File: src/rtl/core/knv_pkg.sv
// Shared types and constants for the k nearest value sum block.
package knv_pkg;

  localparam int unsigned MAX_NEAREST_DEF = 16;
  localparam int unsigned COORD_W = 16;
  localparam int unsigned DIST_W  = 33;
  localparam int unsigned SQ_W    = 32;
  localparam int unsigned VAL_W   = 24;
  localparam int unsigned SUM_W   = 28;
  localparam int unsigned K_W     = 5;
  localparam int unsigned CFG_IDX_W = 2;

  localparam logic [SUM_W-1:0] SUM_MAX = {SUM_W{1'b1}};

  localparam logic [CFG_IDX_W-1:0] CFG_ORIGIN_X      = 2'd0;
  localparam logic [CFG_IDX_W-1:0] CFG_ORIGIN_Y      = 2'd1;
  localparam logic [CFG_IDX_W-1:0] CFG_NEAREST_COUNT = 2'd2;

  typedef enum logic [1:0] {
    OP_HOLD,
    OP_INSERT,
    OP_SHIFT,
    OP_CLEAR
  } knv_op_e;

  typedef enum logic {
    KNV_RUN,
    KNV_DRAIN
  } knv_state_e;

  typedef struct packed {
    logic              valid;
    logic [DIST_W-1:0] distance;
    logic [VAL_W-1:0]  value;
  } knv_entry_t;

  typedef struct packed {
    knv_op_e           op;
    logic [DIST_W-1:0] distance;
    logic [VAL_W-1:0]  value;
  } knv_ctrl_t;

endpackage

File: src/rtl/core/knv_dist.sv
// Squared distance stage: registered squares of the offsets from the origin.
module knv_dist (
  input  logic                              clk_i,
  input  logic                              rst_ni,
  input  logic                              load_i,
  input  logic signed [knv_pkg::COORD_W-1:0] x_i,
  input  logic signed [knv_pkg::COORD_W-1:0] y_i,
  input  logic        [knv_pkg::VAL_W-1:0]   value_i,
  input  logic                              last_i,
  input  logic signed [knv_pkg::COORD_W-1:0] origin_x_i,
  input  logic signed [knv_pkg::COORD_W-1:0] origin_y_i,
  output logic                              valid_o,
  output logic        [knv_pkg::DIST_W-1:0]  dist_o,
  output logic        [knv_pkg::VAL_W-1:0]   value_o,
  output logic                              last_o
);

  logic signed [knv_pkg::COORD_W:0]     dx, dy;
  logic signed [2*knv_pkg::COORD_W+1:0] prod_x, prod_y;
  logic [knv_pkg::SQ_W-1:0]             sqx_q, sqy_q;
  logic [knv_pkg::VAL_W-1:0]            value_q;
  logic                                 last_q;
  logic                                 valid_q;

  always_comb begin
    dx     = $signed({x_i[knv_pkg::COORD_W-1], x_i})
           - $signed({origin_x_i[knv_pkg::COORD_W-1], origin_x_i});
    dy     = $signed({y_i[knv_pkg::COORD_W-1], y_i})
           - $signed({origin_y_i[knv_pkg::COORD_W-1], origin_y_i});
    prod_x = dx * dx;
    prod_y = dy * dy;
  end

  always_ff @(posedge clk_i or negedge rst_ni) begin
    if (!rst_ni) begin
      valid_q <= 1'b0;
    end else begin
      valid_q <= load_i;
    end
  end

  always_ff @(posedge clk_i) begin
    if (load_i) begin
      // a square of a 17-bit offset always fits in 32 bits
      sqx_q   <= prod_x[knv_pkg::SQ_W-1:0];
      sqy_q   <= prod_y[knv_pkg::SQ_W-1:0];
      value_q <= value_i;
      last_q  <= last_i;
    end
  end

  assign valid_o = valid_q;
  assign dist_o  = {1'b0, sqx_q} + {1'b0, sqy_q};
  assign value_o = value_q;
  assign last_o  = last_q;

endmodule

File: src/rtl/core/knv_cell.sv
// One cell of the sorted chain: holds one entry, inserts, shifts or clears.
module knv_cell (
  input  logic                clk_i,
  input  logic                rst_ni,
  input  knv_pkg::knv_ctrl_t  ctrl_i,
  input  logic                prev_keep_i,
  input  knv_pkg::knv_entry_t prev_i,
  input  knv_pkg::knv_entry_t next_i,
  output knv_pkg::knv_entry_t ent_o,
  output logic                keep_o
);

  logic                       valid_q, valid_d;
  logic [knv_pkg::DIST_W-1:0] dist_q, dist_d;
  logic [knv_pkg::VAL_W-1:0]  value_q, value_d;

  always_comb begin
    // ties stay put, so a new point lands after equal distances
    keep_o  = valid_q && (dist_q <= ctrl_i.distance);
    valid_d = valid_q;
    dist_d  = dist_q;
    value_d = value_q;
    unique case (ctrl_i.op)
      knv_pkg::OP_HOLD: begin
      end
      knv_pkg::OP_INSERT: begin
        if (!keep_o) begin
          if (prev_keep_i) begin
            valid_d = 1'b1;
            dist_d  = ctrl_i.distance;
            value_d = ctrl_i.value;
          end else begin
            valid_d = prev_i.valid;
            dist_d  = prev_i.distance;
            value_d = prev_i.value;
          end
        end
      end
      knv_pkg::OP_SHIFT: begin
        valid_d = next_i.valid;
        dist_d  = next_i.distance;
        value_d = next_i.value;
      end
      knv_pkg::OP_CLEAR: begin
        valid_d = 1'b0;
      end
      default: begin
      end
    endcase
  end

  always_ff @(posedge clk_i or negedge rst_ni) begin
    if (!rst_ni) begin
      valid_q <= 1'b0;
    end else begin
      valid_q <= valid_d;
    end
  end

  always_ff @(posedge clk_i) begin
    dist_q  <= dist_d;
    value_q <= value_d;
  end

  assign ent_o = '{valid: valid_q, distance: dist_q, value: value_q};

endmodule

File: src/rtl/core/k_nearest_value_sum.sv
// Top level: origin registers, distance stage, sorted cell chain and drain adder.
//
// Keeps the nearest MaxNearest points to the configured origin in a chain of
// cells sorted by squared distance, equal distances in arrival order. A point
// that is not marked last is taken every cycle: the distance stage registers
// its squared offsets, and the chain inserts it in the cycle after. A point
// marked last blocks the input while it is inserted and the chain then shifts
// its entries one a cycle into the adder; the next point is taken once the
// sum is written to the output register, where the result waits; points of
// the next set are taken meanwhile. The list is empty after the result.
module k_nearest_value_sum #(
  parameter int unsigned MaxNearest = knv_pkg::MAX_NEAREST_DEF
) (
  input  logic                                clk_i,
  input  logic                                rst_ni,
  input  logic                                cfg_we_i,
  input  logic [knv_pkg::CFG_IDX_W-1:0]        cfg_idx_i,
  input  logic [knv_pkg::COORD_W-1:0]          cfg_data_i,
  input  logic                                in_valid_i,
  output logic                                in_ready_o,
  input  logic signed [knv_pkg::COORD_W-1:0]   x_coord_i,
  input  logic signed [knv_pkg::COORD_W-1:0]   y_coord_i,
  input  logic        [knv_pkg::VAL_W-1:0]     item_value_i,
  input  logic                                last_item_i,
  output logic                                out_valid_o,
  input  logic                                out_ready_i,
  output logic        [knv_pkg::SUM_W-1:0]     value_sum_o,
  output logic        [knv_pkg::K_W-1:0]       items_summed_o
);

  localparam int unsigned CntW = $clog2(MaxNearest + 1);
  localparam int unsigned KW   = (CntW > knv_pkg::K_W) ? CntW : knv_pkg::K_W;
  localparam int unsigned AccW = knv_pkg::VAL_W + CntW;
  localparam int unsigned SatW = (AccW > knv_pkg::SUM_W) ? AccW : knv_pkg::SUM_W;

  localparam logic [CntW-1:0] MaxCnt = CntW'(MaxNearest);

  // configuration
  logic signed [knv_pkg::COORD_W-1:0] origin_x_q, origin_y_q;
  logic [knv_pkg::K_W-1:0]            nearest_count_q;

  // distance stage
  logic                         s1_valid, s1_last;
  logic [knv_pkg::DIST_W-1:0]   s1_dist;
  logic [knv_pkg::VAL_W-1:0]    s1_value;

  // chain
  knv_pkg::knv_ctrl_t  ctrl;
  knv_pkg::knv_entry_t ent   [MaxNearest];
  logic                keep  [MaxNearest];
  logic [MaxNearest-1:0] valid_vec;

  // control
  knv_pkg::knv_state_e state_q, state_d;
  logic [CntW-1:0] filled_q, filled_d, filled_inc;
  logic [KW-1:0]   k_q, k_d, cnt_q, cnt_d;
  logic [AccW-1:0] acc_q, acc_d;
  logic            out_valid_q, out_valid_d;
  logic [knv_pkg::SUM_W-1:0] sum_q, sum_d;
  logic [knv_pkg::K_W-1:0]   items_q, items_d;
  logic [SatW-1:0] acc_ext;
  logic            in_fire, out_free;

  assign in_ready_o = (state_q == knv_pkg::KNV_RUN) && !(s1_valid && s1_last);
  assign in_fire    = in_valid_i && in_ready_o;

  always_ff @(posedge clk_i or negedge rst_ni) begin
    if (!rst_ni) begin
      origin_x_q      <= '0;
      origin_y_q      <= '0;
      nearest_count_q <= knv_pkg::K_W'(1);
    end else if (cfg_we_i) begin
      unique case (cfg_idx_i)
        knv_pkg::CFG_ORIGIN_X:      origin_x_q <= cfg_data_i;
        knv_pkg::CFG_ORIGIN_Y:      origin_y_q <= cfg_data_i;
        knv_pkg::CFG_NEAREST_COUNT: nearest_count_q <= cfg_data_i[knv_pkg::K_W-1:0];
        default: begin
        end
      endcase
    end
  end

  knv_dist u_dist (
    .clk_i      (clk_i),
    .rst_ni     (rst_ni),
    .load_i     (in_fire),
    .x_i        (x_coord_i),
    .y_i        (y_coord_i),
    .value_i    (item_value_i),
    .last_i     (last_item_i),
    .origin_x_i (origin_x_q),
    .origin_y_i (origin_y_q),
    .valid_o    (s1_valid),
    .dist_o     (s1_dist),
    .value_o    (s1_value),
    .last_o     (s1_last)
  );

  for (genvar i = 0; i < MaxNearest; i++) begin : g_cell
    knv_pkg::knv_entry_t prev_ent, next_ent;
    logic                prev_keep;
    if (i == 0) begin : g_head
      assign prev_ent  = '0;
      assign prev_keep = 1'b1;
    end else begin : g_body
      assign prev_ent  = ent[i-1];
      assign prev_keep = keep[i-1];
    end
    if (i == MaxNearest - 1) begin : g_tail
      assign next_ent = '0;
    end else begin : g_link
      assign next_ent = ent[i+1];
    end
    knv_cell u_cell (
      .clk_i       (clk_i),
      .rst_ni      (rst_ni),
      .ctrl_i      (ctrl),
      .prev_keep_i (prev_keep),
      .prev_i      (prev_ent),
      .next_i      (next_ent),
      .ent_o       (ent[i]),
      .keep_o      (keep[i])
    );
    assign valid_vec[i] = ent[i].valid;
  end

  assign filled_inc = (filled_q < MaxCnt) ? filled_q + CntW'(1) : filled_q;
  assign out_free   = !out_valid_q || out_ready_i;
  assign acc_ext    = SatW'(acc_q);

  always_comb begin
    state_d       = state_q;
    filled_d      = filled_q;
    k_d           = k_q;
    cnt_d         = cnt_q;
    acc_d         = acc_q;
    sum_d         = sum_q;
    items_d       = items_q;
    out_valid_d   = out_valid_q && !out_ready_i;
    ctrl.op       = knv_pkg::OP_HOLD;
    ctrl.distance = s1_dist;
    ctrl.value    = s1_value;
    unique case (state_q)
      knv_pkg::KNV_RUN: begin
        if (s1_valid) begin
          ctrl.op  = knv_pkg::OP_INSERT;
          filled_d = filled_inc;
          if (s1_last) begin
            // sum only what the list holds
            k_d     = (KW'(nearest_count_q) < KW'(filled_inc)) ?
                      KW'(nearest_count_q) : KW'(filled_inc);
            cnt_d   = '0;
            acc_d   = '0;
            state_d = knv_pkg::KNV_DRAIN;
          end
        end
      end
      knv_pkg::KNV_DRAIN: begin
        if (cnt_q != k_q) begin
          // advance the chain towards the head, one entry into the adder
          ctrl.op = knv_pkg::OP_SHIFT;
          acc_d   = acc_q + AccW'(ent[0].value);
          cnt_d   = cnt_q + KW'(1);
        end else if (out_free) begin
          ctrl.op     = knv_pkg::OP_CLEAR;
          filled_d    = '0;
          sum_d       = (acc_ext > SatW'(knv_pkg::SUM_MAX)) ?
                        knv_pkg::SUM_MAX : acc_ext[knv_pkg::SUM_W-1:0];
          items_d     = k_q[knv_pkg::K_W-1:0];
          out_valid_d = 1'b1;
          state_d     = knv_pkg::KNV_RUN;
        end
      end
      default: begin
        state_d = knv_pkg::KNV_RUN;
      end
    endcase
  end

  always_ff @(posedge clk_i or negedge rst_ni) begin
    if (!rst_ni) begin
      state_q     <= knv_pkg::KNV_RUN;
      filled_q    <= '0;
      cnt_q       <= '0;
      k_q         <= '0;
      out_valid_q <= 1'b0;
    end else begin
      state_q     <= state_d;
      filled_q    <= filled_d;
      cnt_q       <= cnt_d;
      k_q         <= k_d;
      out_valid_q <= out_valid_d;
    end
  end

  always_ff @(posedge clk_i) begin
    acc_q   <= acc_d;
    sum_q   <= sum_d;
    items_q <= items_d;
  end

  assign out_valid_o    = out_valid_q;
  assign value_sum_o    = sum_q;
  assign items_summed_o = items_q;

`ifndef SYNTHESIS
  // the drain shifts entries out ahead of the count, so compare only while running
  a_filled_matches_cells : assert property (@(posedge clk_i) disable iff (!rst_ni)
    (state_q == knv_pkg::KNV_RUN) |-> ($countones(valid_vec) == int'(filled_q)))
    else $error("fill count disagrees with valid cells");

  a_no_accept_in_drain : assert property (@(posedge clk_i) disable iff (!rst_ni)
    (state_q == knv_pkg::KNV_DRAIN) |-> !in_ready_o)
    else $error("input taken while draining");

  a_clear_after_result : assert property (@(posedge clk_i) disable iff (!rst_ni)
    (state_q == knv_pkg::KNV_DRAIN && cnt_q == k_q && out_free) |=>
      (valid_vec == '0 && out_valid_o))
    else $error("list not cleared or result lost");

  a_count_bounded : assert property (@(posedge clk_i) disable iff (!rst_ni)
    (state_q == knv_pkg::KNV_DRAIN) |-> (cnt_q <= k_q && k_q <= KW'(filled_q)))
    else $error("drain count beyond list");
`endif

endmodule
File: config.mk
export PLATFORM = sky130hd
export DESIGN_NAME = k_nearest_value_sum
export DESIGN_NICKNAME = d
export VERILOG_FILES = /design/src/rtl/core/knv_pkg.sv /design/src/rtl/core/knv_dist.sv /design/src/rtl/core/knv_cell.sv /design/src/rtl/core/k_nearest_value_sum.sv
export SDC_FILE = /design/constraint.sdc
export NUM_CORES = 2
export LEC_CHECK = 0
export ABC_CLOCK_PERIOD_IN_PS = 22700
export BUFFER_PORTS_ARGS = -buffer_cell sky130_fd_sc_hd__buf_2
export CORE_MARGIN = 4
export CORE_UTILIZATION = 55
export CTS_BUF_LIST = sky130_fd_sc_hd__clkbuf_8
export DETAILED_ROUTE_END_ITERATION = 10
export PLACE_DENSITY = 0.69
export SLEW_MARGIN = 20
export SYNTH_ARGS = -nofsm -noshare
export SYNTH_HDL_FRONTEND = slang
export SYNTH_SLANG_ARGS = --single-unit
File: constraint.sdc
create_clock -name clk_i -period 22.7 [get_ports clk_i]
set_clock_uncertainty 0.1 [all_clocks]
set_input_delay 2.27 -clock clk_i [delete_from_list [all_inputs] [get_ports clk_i]]
set_output_delay 2.27 -clock clk_i [all_outputs]
set_load 0.03 [all_outputs]
* Yosys cells after proc, flatten, opt, wreduce, memory -nomap -nowiden
Cells that the tools add are included.
Storage, ports and cells: flip-flop bits (word level) 1134, output and inout bits 35, logic and storage cells 355
Operators by class: add/subtract/negate cells 6, multiply operators 2, $lt $le $gt $ge 19, equal/unequal tests 27, mux-type cells 167, bitwise operators 2, reductions and logical operators 68
Operator list (number):
- 33-bit case mux with 2 select lines | 16
- 33-bit 2-to-1 mux | 31
- 24-bit case mux with 2 select lines | 16
- 24-bit 2-to-1 mux | 31
- 33-bit <= comparator | 16
- 29-bit 2-to-1 mux | 3
- 2-bit AND reduction | 35
- 17-bit by 17-bit multiplier with 32-bit output | 2
- 29-bit case mux with 2 select lines | 1
- 1-bit case mux with 3 select lines | 15
- 5-bit 2-to-1 mux | 8
- 1-bit 2-to-1 mux | 39
- 2-bit inequality test, second input constant | 17
- 16-bit by 16-bit subtractor with 17-bit output | 2
- 32-bit by 32-bit adder with 33-bit output | 1
- 29-bit by 24-bit adder with 29-bit output | 1
- 29-bit by 28-bit > comparator with 1-bit output, second input constant | 1
- 1-bit logical AND | 20
- 5-bit case mux with 2 select lines | 2
- 3-bit AND reduction | 4
- 5-bit by 1-bit adder with 5-bit output, second input constant | 2
- 2-bit by 1-bit inequality test with 1-bit output, second input constant | 4
- 2-bit equality test, second input constant | 3
- 5-bit less-than comparator | 1
- 13 further kinds | 20

* Depth between registers and ports, before layout
depth after elaboration 9, mapped depth 34

* By module
Synthesis repeated with hierarchy kept, for this count alone.
Unflattened totals: cell total of the unflattened synthesis 9059, area total of the unflattened synthesis 90506.8 sq um
Modules (own cells, without submodules):
- knv_cell | times used 16, cells each 377, area an instance 3793.6 sq um, seq. area each 1736.7 sq um
- knv_dist | times used 1, cells each 2510, area an instance 23822.8 sq um, seq. area each 2637.5 sq um
- k_nearest_value_sum | times used 1, cells each 517, area an instance 5985.7 sq um, seq. area each 3214.3 sq um

* Least setup slack after synthesis
OpenSTA, ideal clock, no wires.
path kind input port to flip-flop, start input port y_coord_i[0] (netlist name), end register u_dist.sqy_q[31] (netlist name) (data pin), setup time 262 ps, arrival 9533 ps, path slack 12805 ps, cell stages on the path 30, path buffers 1, path through inv_1 -> ha_1 -> fa_1 -> nor2b_1 -> o31a_1 -> o22ai_1 -> o21ai_0 -> and3_1 -> o21ai_0 -> a21o_1 -> inv_1 -> clkbuf_1 -> nor2_1 -> fa_1 -> inv_1 -> fa_1 -> inv_1 -> fa_1 -> fa_1 -> fa_1 -> fa_1 -> ha_1 -> a21o_1 -> a221o_1 -> a21oi_1 -> o21ai_0 -> a31oi_1 -> o2111ai_1 -> a21oi_1 -> xor2_1
On the way: cells in the longest elaborated chain, start to end 2
RTL lines:
- start: declaration | RTL line k_nearest_value_sum.sv:22 | input logic signed [knv_pkg::COORD_W-1:0] y_coord_i,
- 16-bit by 16-bit subtractor with 17-bit output | RTL line knv_dist.sv:29 | - $signed({origin_y_i[knv_pkg::COORD_W-1], origin_y_i});
- 17-bit by 17-bit multiplier with 32-bit output | RTL line knv_dist.sv:31 | prod_y = dy * dy;
- net u_dist.prod_y (one bit) | RTL line knv_dist.sv:19 | logic signed [2*knv_pkg::COORD_W+1:0] prod_x, prod_y;
- end signal: assignment | RTL line knv_dist.sv:46 | sqy_q <= prod_y[knv_pkg::SQ_W-1:0];
- end: declaration | RTL line knv_dist.sv:20 | logic [knv_pkg::SQ_W-1:0] sqx_q, sqy_q;
The timed path passes the listed nets, and every way through them passes these cells. A chain may end at the register's enable or synchronous reset.

* Final worst setup path
Same ends and word-level chain as after synthesis.

==> flow_summary.toml <==
[clocking]
clock-sinks = 1132
cts_tree = "built"
ctsResizeCount = 0
postCtsSetupBuffers = 0
cts_hold_buf = 0
cts.htree.levels = 4
clock_latency_ps = 970
root_buffer = "clkbuf_8"
cts.reportedPaths.clkPinSlew_ps = 60
clock_path_buffers = 3
cts_buffers = 195

[critical_path]
cp_common_cell = "fa_1"
crit_fanout = 23
worstPathRequired_ps = 23240
cp-end-kind = "flop"
critPathLaunchType = "primary input"
regToRegStartpoint = "origin_y_q[0]"
crit_type = "in2reg"
worst_path_max_delay_cell = "fa_1"
arrival_ps = 10920
critPathMaxStageDelay_ps = 840
worstSetupStartpoint = "y_coord_i[0]"

[synth]
synth_seq_area_share = 0.3799
synth_warnings = 0
synth_edf_count = 1061
synth_top_area_share = 0.3598
ys_seq_elements = 1132
async_flop_share = 0.06272
yosys-top-cells-area = "edfxtp_1, fa_1, ha_1"
postSynthCellCount = 8751
synthFlopType = "edfxtp_1"
syn_area_um2 = 88550
yosys.cell_types.count = 100
avgSynthCellArea_um2 = 10.12
yosys.area.top_type = "edfxtp_1"
synthesis.nets = 10130

[floorplan]
dieHeight_um = 409.2
rows = 146
start_util = 0.5565
die_area_um2 = 167500
io_pins = 115
coreArea_um2 = 159100
die_w_um = 409.2

[timing]
rsz0062_at_grt = "no"
tns_ps = 0
fmax_ghz = 0.09636
min_period_ps = 10380
final.period_utilization = 0.4571
drv_slew = 0
slew-limit-headroom = 0.03423
worstMarginPinSlew_ps = 1449
hold_viol = 0
setup_viol = 0

[job]
drv_cap = 0

[drt]
vias_per_cell = 6.190
drt_iter0_markers = 6948
drtPass1Iterations = 6
wire_per_inst_um = 24.27
drc = 0
finalWirelength_um = 268500
ant_nets = 0
via_count = 68491

[finish]
final_layout_size_suffix_gt1_frac = 0.07550
area_growth_pct = 7.543
layout.nets = 10128
layout_commonest_cell = "nand2_1"
final_cell_mix = "nand2_1, edfxtp_1, o21ai_0, inv_1, ha_1"

[global_route]
grt_pass1_wl_um = 408500
antenna_found_initial = 10
grt_max_degree = 290
grt_overflow_total = 0
first_global_vias = 68688
grt_use_total = 0.3152

[status]
outcome = "completed"

[placed_design]
place.port_buffers = 114
place_congestion = 0.9636
hpwl_um = 192300

[hold_path]
hold_class = "reg2reg"
min_from = "origin_y_q[13]"
## state kept, by name, indices dropped and copies added, names as in the netlist
name	count
g_cell.u_cell.dist_q	528
g_cell.u_cell.value_q	384
u_dist.sqx_q	31
u_dist.sqy_q	31
acc_ext	29
value_sum_o	28
u_dist.value_o	24
g_cell.u_cell.valid_q	16
origin_x_q	16
origin_y_q	16
cnt_q	5
filled_q	5
items_summed_o	5
k_q	5
nearest_count_q	5
out_valid_o	1
state_q	1
u_dist.last_o	1
u_dist.valid_o	1
## cell families after synthesis
family | after synthesis | share of synthesized area
multiplexers | 710 | 0.08059
AO/OA/AOI/OAI | 1852 | 0.1229
AND/OR/NAND/NOR | 2364 | 0.1171
buffers and inverters | 1234 | 0.05512
adder cells (fa/ha/maj) | 1299 | 0.2275
XOR/XNOR | 160 | 0.01684
flip-flops | 1132 | 0.3799
## metrics by stage
step / hold WS, ps / worst slack (ps) / cells / area, µm² / util
after floorplan: 360.6 / 12800 / 8751 / 88550 / -
after global placement: 389.0 / 11690 / 10697 / 91420 / 0.5746
after detailed placement: 394.9 / 11490 / 10697 / 91420 / 0.5746
after CTS: 406.8 / 12470 / 11059 / 95170 / 0.5982
after global routing: 429.6 / 11960 / 11062 / 95220 / 0.5985
final: 403.1 / 12320 / 11064 / 95230 / 0.5985
## critical path, delay by kind of cell
| family | cells | cell delay, ps |
|---|---|---|
| adders and majority gates | 9 | 4460 |
| AOI/OAI and AO/OA | 12 | 2520 |
| buffers and inverters | 5 | 1050 |
| and+or+nand+nor | 3 | 530 |
| xor gates and xnor gates | 1 | 90 |
## area by class of cell
type | instances | area (µm²)
Timing Repair Buffer | 263 | 1757
Sequential cell | 1132 | 33640
Inverter | 772 | 2898
Fill cell | 13580 | 63880
Antenna cell | 4 | 10.01
Multi-Input combinational cell | 6385 | 50490
Clock buffer | 208 | 2863
Clock inverter | 154 | 889.6
Tap cell | 2146 | 2685
## cell usage after synthesis (41+ instances only)
master,number
nand2b_1,41
mux2i_1,687
a21oi_1,330
nor2_1,551
xor2_1,53
nand2_1,1137
o21a_1,56
nand4_1,114
a31oi_1,94
a211oi_1,59
dfrtp_1,70
inv_1,762
edfxtp_1,1061
o21ai_1,46
buf_2,66
nor3_1,131
o21ai_0,889
and3_1,42
nand3_1,136
clkbuf_1,340
xnor2_1,98
a21o_1,122
o211ai_1,47
fa_1,518
ha_1,781
## per-layer routing
metal / part of all wire / vias up / GRT usage
met5: 0.000045 / - / 0
met4: 0.050 / 2 / 0.1411
met3: 0.093 / 678 / 0.06195
met2: 0.45 / 3146 / 0.4902
met1: 0.41 / 33676 / 0.4301
li1: - / 30989 / -
## worst paths after layout
path / endpoint / slack, ps / depth (start not counted)
setup reg to reg: u_dist.sqy_q[31] / 13440 / 28
hold / removal: origin_y_q[13] / 400 / 1
hold reg to reg: origin_y_q[13] / 400 / 1
max in group asynchronous: origin_y_q[15] / 20150 / 2
setup / recovery: u_dist.sqy_q[31] / 12320 / 30
min in group asynchronous: g_cell[5].u_cell.valid_q / 1200 / 1
Power is left out: the tool's default activity adds up to more than one toggle a clock period on the data nets, which glitch-free logic cannot reach.
